**src/rtl/stereo_vu_level_meter_defines.svh**
```systemverilog
// ----------------------------------------------------------------------------
// Stereo VU level meter assertion macros
// Shared concurrent-check wrappers, clocked on clk_i, quiet during reset.
// ----------------------------------------------------------------------------
`ifndef STEREO_VU_LEVEL_METER_DEFINES_SVH
`define STEREO_VU_LEVEL_METER_DEFINES_SVH

// same-cycle implication
`define SVLM_ASSERT_IMPL(name, ante, cons) \
  name: assert property (@(posedge clk_i) disable iff (!rst_ni) (ante) |-> (cons)) \
    else $error("svlm check failed");

// next-cycle implication
`define SVLM_ASSERT_NEXT(name, ante, cons) \
  name: assert property (@(posedge clk_i) disable iff (!rst_ni) (ante) |=> (cons)) \
    else $error("svlm check failed");

`endif

```
**src/rtl/svlm_pkg.sv**
```systemverilog
// ----------------------------------------------------------------------------
// svlm_pkg
// Types, constants and helpers for the stereo VU level meter.
// ----------------------------------------------------------------------------
`default_nettype none

package svlm_pkg;

  localparam int MAX_BLOCK_FRAMES = 1024;
  localparam int LOG_TABLE_DEPTH  = 1024;   // power of two

  localparam int SAMPLE_W      = 16;
  localparam int LEVEL_W       = 16;
  localparam int CFG_IDX_W     = 3;
  localparam int CFG_DATA_W    = 16;
  localparam int MEAN_W        = 32;
  localparam int LOG_FRAC_BITS = 20;
  localparam int WIN_W         = 8;
  localparam int HOLD_W        = 10;
  localparam int FALL_W        = 15;
  localparam int T_W           = 58;
  localparam int OUT_SHIFT     = 36;

  localparam logic [30:0]        PI2_Q30      = 31'd1686629713;
  localparam logic [25:0]        K1_Q16       = 26'd39206878;
  localparam logic signed [63:0] OFF_Q36      = -64'sd558327121378636;
  localparam logic signed [15:0] NONPOS_LEVEL = -16'sd19024;

  localparam logic signed [15:0] RST_CEILING = 16'sd120;
  localparam logic [9:0]         RST_HOLD    = 10'd50;
  localparam logic [14:0]        RST_FALL    = 15'd50;
  localparam logic signed [15:0] RST_FLOOR   = -16'sd10000;
  localparam logic [7:0]         RST_WINDOW  = 8'd100;

  typedef enum logic [CFG_IDX_W-1:0] {
    CFG_CEILING = 3'd0,
    CFG_HOLD    = 3'd1,
    CFG_FALL    = 3'd2,
    CFG_FLOOR   = 3'd3,
    CFG_WINDOW  = 3'd4
  } cfg_idx_e;

  typedef enum logic [3:0] {
    ST_IDLE,
    ST_NOISE,
    ST_DIVB,
    ST_WAITB,
    ST_DIVN,
    ST_WAITN,
    ST_PMUL,
    ST_SUB,
    ST_NORM,
    ST_LOG,
    ST_MUL,
    ST_ADD,
    ST_LVL,
    ST_METER,
    ST_OUT
  } state_e;

  typedef struct packed {
    logic signed [SAMPLE_W-1:0] left_sample;
    logic signed [SAMPLE_W-1:0] right_sample;
    logic                       block_end;
  } svlm_in_t;

  typedef struct packed {
    logic signed [LEVEL_W-1:0] left_level;
    logic signed [LEVEL_W-1:0] right_level;
    logic signed [LEVEL_W-1:0] left_peak;
    logic signed [LEVEL_W-1:0] right_peak;
    logic                      block_overflow;
  } svlm_out_t;

  typedef struct packed {
    logic acc;
    logic noise_upd;
    logic div_start;
    logic div_sel;     // 0: block mean, 1: noise mean
    logic load_mb;
    logic load_mn;
    logic p_mul;
    logic sub;
    logic norm_step;
    logic log_init;
    logic log_step;
    logic mul_fin;
    logic add_fin;
    logic lvl_load;
    logic meter_upd;
    logic out_load;
    logic ch;
  } cmd_t;

  typedef struct packed {
    logic div_done;
    logic div_busy;
    logic nonpos;
    logic a_msb;
  } sts_t;

  function automatic logic [SAMPLE_W-1:0] abs16(input logic [SAMPLE_W-1:0] s);
    return s[SAMPLE_W-1] ? (SAMPLE_W'(0) - s) : s;
  endfunction

endpackage

`default_nettype wire

```
**src/rtl/svlm_ctrl.sv**
```systemverilog
// ----------------------------------------------------------------------------
// svlm_ctrl
// Sequencer: frame intake, per-channel level computation, result handoff.
// ----------------------------------------------------------------------------
`default_nettype none

module svlm_ctrl import svlm_pkg::*; (
  input  wire logic clk_i,
  input  wire logic rst_ni,
  input  wire logic in_valid_i,
  input  wire logic block_end_i,
  output logic      in_ready_o,
  output logic      out_valid_o,
  input  wire logic out_ready_i,
  input  wire sts_t sts_i,
  output cmd_t      cmd_o
);

  localparam int LogCntW = $clog2(LOG_FRAC_BITS);

  state_e               state_q, state_d;
  logic                 ch_q, ch_d;
  logic [LogCntW-1:0]   cnt_q, cnt_d;
  logic                 out_valid_q, out_valid_d;
  logic                 out_free;

  assign out_free = ~out_valid_q | out_ready_i;

  // next state
  always_comb begin
    state_d = state_q;
    unique case (state_q)
      ST_IDLE:  if (in_valid_i && block_end_i) state_d = ST_NOISE;
      ST_NOISE: state_d = ST_DIVB;
      ST_DIVB:  state_d = ST_WAITB;
      ST_WAITB: if (sts_i.div_done) state_d = ST_DIVN;
      ST_DIVN:  state_d = ST_WAITN;
      ST_WAITN: if (sts_i.div_done) state_d = ST_PMUL;
      ST_PMUL:  state_d = ST_SUB;
      ST_SUB:   state_d = sts_i.nonpos ? ST_LVL : ST_NORM;
      ST_NORM:  if (sts_i.a_msb) state_d = ST_LOG;
      ST_LOG:   if (cnt_q == LogCntW'(LOG_FRAC_BITS - 1)) state_d = ST_MUL;
      ST_MUL:   state_d = ST_ADD;
      ST_ADD:   state_d = ST_LVL;
      ST_LVL:   state_d = ST_METER;
      ST_METER: state_d = ch_q ? ST_OUT : ST_DIVB;
      ST_OUT:   if (out_free) state_d = ST_IDLE;
      default:  state_d = ST_IDLE;
    endcase
  end

  // outputs
  always_comb begin
    cmd_o      = '0;
    cmd_o.ch   = ch_q;
    in_ready_o = 1'b0;
    unique case (state_q)
      ST_IDLE: begin
        in_ready_o = 1'b1;
        cmd_o.acc  = in_valid_i;
      end
      ST_NOISE: cmd_o.noise_upd = 1'b1;
      ST_DIVB:  cmd_o.div_start = 1'b1;
      ST_WAITB: cmd_o.load_mb   = sts_i.div_done;
      ST_DIVN: begin
        cmd_o.div_start = 1'b1;
        cmd_o.div_sel   = 1'b1;
      end
      ST_WAITN: cmd_o.load_mn   = sts_i.div_done;
      ST_PMUL:  cmd_o.p_mul     = 1'b1;
      ST_SUB:   cmd_o.sub       = 1'b1;
      ST_NORM: begin
        cmd_o.log_init  = sts_i.a_msb;
        cmd_o.norm_step = ~sts_i.a_msb;
      end
      ST_LOG:   cmd_o.log_step  = 1'b1;
      ST_MUL:   cmd_o.mul_fin   = 1'b1;
      ST_ADD:   cmd_o.add_fin   = 1'b1;
      ST_LVL:   cmd_o.lvl_load  = 1'b1;
      ST_METER: cmd_o.meter_upd = 1'b1;
      ST_OUT:   cmd_o.out_load  = out_free;
      default:  cmd_o = '0;
    endcase
  end

  always_comb begin
    ch_d        = ch_q;
    cnt_d       = cnt_q;
    out_valid_d = out_valid_q & ~out_ready_i;
    if (cmd_o.meter_upd) ch_d = 1'b1;
    if (cmd_o.out_load) begin
      ch_d        = 1'b0;
      out_valid_d = 1'b1;
    end
    if (cmd_o.log_init) cnt_d = '0;
    else if (cmd_o.log_step) cnt_d = cnt_q + LogCntW'(1);
  end

  always_ff @(posedge clk_i or negedge rst_ni) begin
    if (!rst_ni) begin
      state_q     <= ST_IDLE;
      ch_q        <= 1'b0;
      cnt_q       <= '0;
      out_valid_q <= 1'b0;
    end else begin
      state_q     <= state_d;
      ch_q        <= ch_d;
      cnt_q       <= cnt_d;
      out_valid_q <= out_valid_d;
    end
  end

  assign out_valid_o = out_valid_q;

endmodule

`default_nettype wire

```
**config.mk**
```make
export PLATFORM = sky130hd
export DESIGN_NAME = svlm_ctrl
export DESIGN_NICKNAME = d
export VERILOG_FILES = /design/src/rtl/stereo_vu_level_meter_defines.svh /design/src/rtl/svlm_pkg.sv /design/src/rtl/svlm_ctrl.sv
export SDC_FILE = /design/constraint.sdc
export NUM_CORES = 1
export LEC_CHECK = 0
export BUFFER_PORTS_ARGS = -buffer_cell sky130_fd_sc_hd__buf_2
export CORE_AREA = 2 2 43 45
export CTS_BUF_LIST = sky130_fd_sc_hd__clkbuf_4
export CTS_CLUSTER_SIZE = 16
export DETAILED_ROUTE_END_ITERATION = 8
export DIE_AREA = 0 0 45 47
export PLACE_DENSITY_LB_ADDON = 0.12
export SLEW_MARGIN = 20
export SYNTH_ARGS = -nofsm -noshare
export SYNTH_HDL_FRONTEND = slang
export SYNTH_SLANG_ARGS = --single-unit
```
**constraint.sdc**
```tcl
create_clock -name clk_i -period 2.39 [get_ports clk_i]
set_clock_uncertainty 0.15 [all_clocks]
set_input_delay 0.3585 -clock clk_i [delete_from_list [all_inputs] [get_ports clk_i]]
set_output_delay 0.3585 -clock clk_i [all_outputs]
set_load 0.005 [all_outputs]
```
Yosys cells after proc, flatten, opt, wreduce, memory -nomap -nowiden:

Cells that the tools add are included.

* input bits: 9
* logic and storage cells: 69
* output and inout port bits: 19
* flip-flop bits (word level): 11

* reduce and logical (&&, ||, !) cells: 7
* add/sub/neg operators: 1
* bitwise logic cells: 5
* muxes and demuxes: 31
* equality and inequality tests: 21

Operators by type and width (number)
* $pmux W4 S15: 1
* $eq A4 B4 Y1 const B: 7
* $mux W4: 7
* $mux W1: 19
* $eq A4 B3 Y1 const B: 4
* $reduce_or A15 Y1: 1
* $ne A2 B2 Y1 const B: 6
* $mux W5: 2
* $eq A4 B2 Y1 const B: 2
* $reduce_and A6 Y1: 1
* $add A5 B1 Y5 const B: 1
* $eq A5 B5 Y1 const B: 1
* $eq A4 B1 Y1 const B: 1
* $logic_not A4 Y1: 1
* $reduce_bool A2 Y1: 2
* $mux W3: 1
* $not A1 Y1: 3
* $mux W2: 1
* $reduce_or A2 Y1: 1
* $and A1 B1 Y1: 1
* $logic_and A1 B1 Y1: 1
* $or A1 B1 Y1: 1

Depth between registers and ports, before layout:

* word-level depth: 4
* mapped depth: 6
* mapped depth without buffers: 5

Worst setup path after synthesis:

OpenSTA, ideal clock, no wires.

* path kind: register to register
* start: register state_q[2]
* end: register state_q[0]
* cell stages (with the launch flop): 6
* buffers on the path: 1
* clock period less this slack: 1.823 ns
* setup time: 0.125 ns
* setup slack: 0.567 ns
* arrival time: 1.548 ns
* data required time: 2.115 ns
* cells stage by stage: dfrtp_1 > buf_2 > or4b_4 > o32ai_4 > nor3_2 > mux2_4

* cells in the longest elaborated chain, start to end: 3
* elaborated cells on any way between the ends: 23
* classes of those cells: eq/ne (20); mux (1); reduce/logical (2)

Ends and longest elaborated chain
* start, declared: RTL line svlm_ctrl.sv:21 `state_e state_q, state_d;`
* start signal, assigned: RTL line svlm_ctrl.sv:106 `state_q <= state_d;`
* $eq A4 B4 Y1, or another cell as far along: RTL line svlm_ctrl.sv:32 `unique case (state_q)`
* $ne A2 B2 Y1 (no source line)
* $reduce_and A6 Y1 (no source line)

Several ways; a longest one is shown, not always the timed one.
A chain may end at the register's enable or synchronous reset.

==> out/qor.csv <==
stage,metric,value,unit
layout,area delta synth->final,27.5,%
critical_path,Setup CP Type,reg2out,
clocking,H-tree Lvls,1,
timing,Tightest Pin Transition,408,ps
global_route,gr usage total,20.7,%
layout,Final Util,59.3,%
placed_design,port bufs,26,
critical_path,"Max FO, Critical Path",11,
route,drt drc,0,
run_status,outcome,"finished, final reports clean",
critical_path,CP Launch Point,state_q[1],
critical_path,Setup crit end kind,output port,
floorplan,io pins,28,
worst_hold_path,Worst Hold Class,in2reg,
layout,final instance area,980,um^2
layout,fraction of layout cells with a size suffix above 1,35.9,%
global_route,first-pass GRT wire length,3.03,mm
global_route,largest net degree at the start of global routing,12,
timing,Max-slew headroom,72.6,%
critical_path,r2r startpoint,state_q[1],
floorplan,Die ar.,2120,um^2
logic_synthesis,sequential-to-total area share from yosys stat,35.8,%
clocking,clk slew on worst S/H paths,70,ps
placed_design,Placed Area,940,um^2
critical_path,worst reg2reg path endpoint,state_q[0],
clocking,Sink Count,11,
placed_design,placed cell count,129,
route,Detail Route Antenna Nets,0,
logic_synthesis,post-synth net total,96,
timing,Final Hold Viols,0,
clocking,CTS tree,built,
floorplan,core box area,1650,um^2
layout,n_diodes,0,
timing,Slew Limit Fails,0,
job,Max Cap Viol,0,
placed_design,DP Worst Slack,421,ps
clocking,Root Driver,clkbuf_4,
logic_synthesis,Synth Area in XOR/XNOR,5.70,%
placed_design,HPWL Detailed,1.34,mm
floorplan,num rows,15,
logic_synthesis,"flops & latches, synth",11,
critical_path,CP Capture Point,cmd_o[7],
critical_path,startpoint types,flop,
route,post-DR wirelength/cell,13.7,um
logic_synthesis,largest family of logic cells by synthesized area,simple AND/OR/NAND/NOR gates,
timing,fin crit period,2170,ps
floorplan,Die Ht,47,um
logic_synthesis,post-synthesis cell area,768,um^2
logic_synthesis,Cells after Synth,86,
logic_synthesis,complex-gate fraction of the synthesized area,15.8,%
timing,f_max,461,MHz
route,Pre-Repair DR Iteration Count,4,
global_route,total gr overflow,0,
timing,setup total negative slack,0,ps
layout,"commonest non-fill, non-tap cell in the layout",buf_2,
layout,fillers,161,
global_route,initial antenna violation count,0,
placed_design,GPL Wtd Cong,0.713,
logic_synthesis,Synth Area in Simple Gates,31.8,%
timing,RSZ-0062 raised after global routing,no,
floorplan,starting density of the core,46.5,%
critical_path,Worst R2R Path Depth,4,
logic_synthesis,mux contribution to synthesized area,4.56,%
timing,setup ws final,221,ps
critical_path,CP required,1880,ps
route,Via Count,727,
floorplan,Die W,45,um
logic_synthesis,"Avg Cell Area, Syn",8.93,um^2
layout,Post-Layout Cell Count,134,
power_and_ir_drop,pwr/cell area,1230,nW/um^2
clocking,clk buf depth,2,
timing,final worst-path cycle share,90.7,%
power_and_ir_drop,Leak,0.481,nW
logic_synthesis,yosys warns,0,
global_route,vias in the first global route,652,
layout,most frequent cells in the layout,"26 x buf_2, 13 x nor2_1, 11 x dfrtp_1",
critical_path,"setup slack, reg-to-reg",410,ps
layout,Nets,128,
critical_path,crit path DAT,1660,ps
clocking,total CTS buffers,3,
timing,final setup fails,0,
logic_synthesis,synth unique cells,33,
logic_synthesis,Adder-Cell Fraction of Synth Area,1.63,%
route,vias per cell,5.43,
route,total routed wirelength,1.84,mm
route,initial detailed-routing violation count,8,
power_and_ir_drop,VDD IR max,0.611,mV
clocking,clk_lat worst skew,270,ps
-- how the worst min path moves through the flow --
stage / from / to / depth (start not counted)
floorplan: rst_ni / ch_q / 0
global placement: rst_ni / ch_q / 1
detailed placement: rst_ni / ch_q / 1
CTS: out_ready_i / out_valid_o / 3
global route: out_ready_i / out_valid_o / 3
finish: out_ready_i / out_valid_o / 3
-- report_power, final --
part / switching, mW / internal (mW)
combinational: 0.334 / 0.328
clock: 0.0653 / 0.0761
sequential: 0.127 / 0.275
total: 0.526 / 0.680
-- logic make-up after synthesis --
family | count (synthesis)
buffers and inverters | 9
muxes | 3
DFF | 11
adders and majority gates | 1
and+or+nand+nor | 42
AOI/OAI and AO/OA | 15
xor gates and xnor gates | 5
-- repair_timing --
| item | 4_1_cts | 5_1_grt |
|---|---|---|
| buffers inserted | 0 | 0 |
| resized for setup | 0 | 0 |
| hold endpoints to repair | 11 | 0 |
| hold buffers | 1 | 0 |
-- Yosys cell counts --
cell type,count,area share (%)
nor3_2,1,1.3
nand2_1,5,2.4
o21a_1,1,0.98
inv_1,3,1.5
mux2_4,1,2.0
o221ai_1,1,1.1
nor4b_2,1,2.0
mux2i_1,2,2.6
nand2b_1,5,4.1
o32ai_4,1,3.6
o41ai_1,2,2.3
nor2b_1,3,2.4
or4b_4,1,1.8
dfrtp_1,11,36
a31oi_1,1,0.81
ha_1,1,1.6
o21ai_0,4,2.6
nand4b_1,1,1.1
and4bb_2,1,1.6
buf_2,2,1.3
nor4bb_1,1,1.3
nand4_1,2,1.6
clkbuf_1,4,2.0
o211ai_1,1,0.98
xor2_1,3,3.4
a21oi_1,2,1.3
xnor2_1,2,2.3
and2_1,1,0.81
o31ai_1,1,0.98
nor2_1,13,6.4
nor3_1,5,3.3
nor4_1,2,1.6
o2bb2ai_1,1,1.1
-- per-layer routing --
metal  vias to the layer above  global-route usage [%]  share of wire (%)
li1                        371                       -                  -
met1                       340                    25.7                 46
met2                        14                    32.6                 49
met3                         2                    5.77                3.7
met4                         0                    11.8                1.1
met5                         -                       0                  0
-- sequential cells by signal, indices dropped and copies added (netlist names) --
name and count:
state_q 4, out_valid_o 1, cnt_q 5, ch_q 1
-- per-stage QoR --
| step | power (mW) | hold WS (ps) |
|---|---|---|
| after floorplan | 0.842 | -87.1 |
| after global placement | 1.04 | 88.8 |
| after CTS | 1.21 | 212 |
| final | 1.21 | 219 |
| after detailed placement | 1.07 | 94.9 |
| after global routing | 1.32 | 237 |
-- worst max-delay path, stage by stage, from the launching register on --
cell	delay, ps
dfrtp_1	500
or4b_4	620
nor2_1	140
buf_2	130
-- cell type report --
class | instances | area, um^2 | area share [%]
Inverter | 3 | 11.3 | 1.15
Multi-Input combinational cell | 66 | 457 | 46.6
Tap cell | 17 | 21.3 | 2.17
Timing Repair Buffer | 33 | 185 | 18.9
Clock buffer | 4 | 30.0 | 3.07
Sequential cell | 11 | 275 | 28.1
Note: power is estimated with default switching activity, not from simulation.
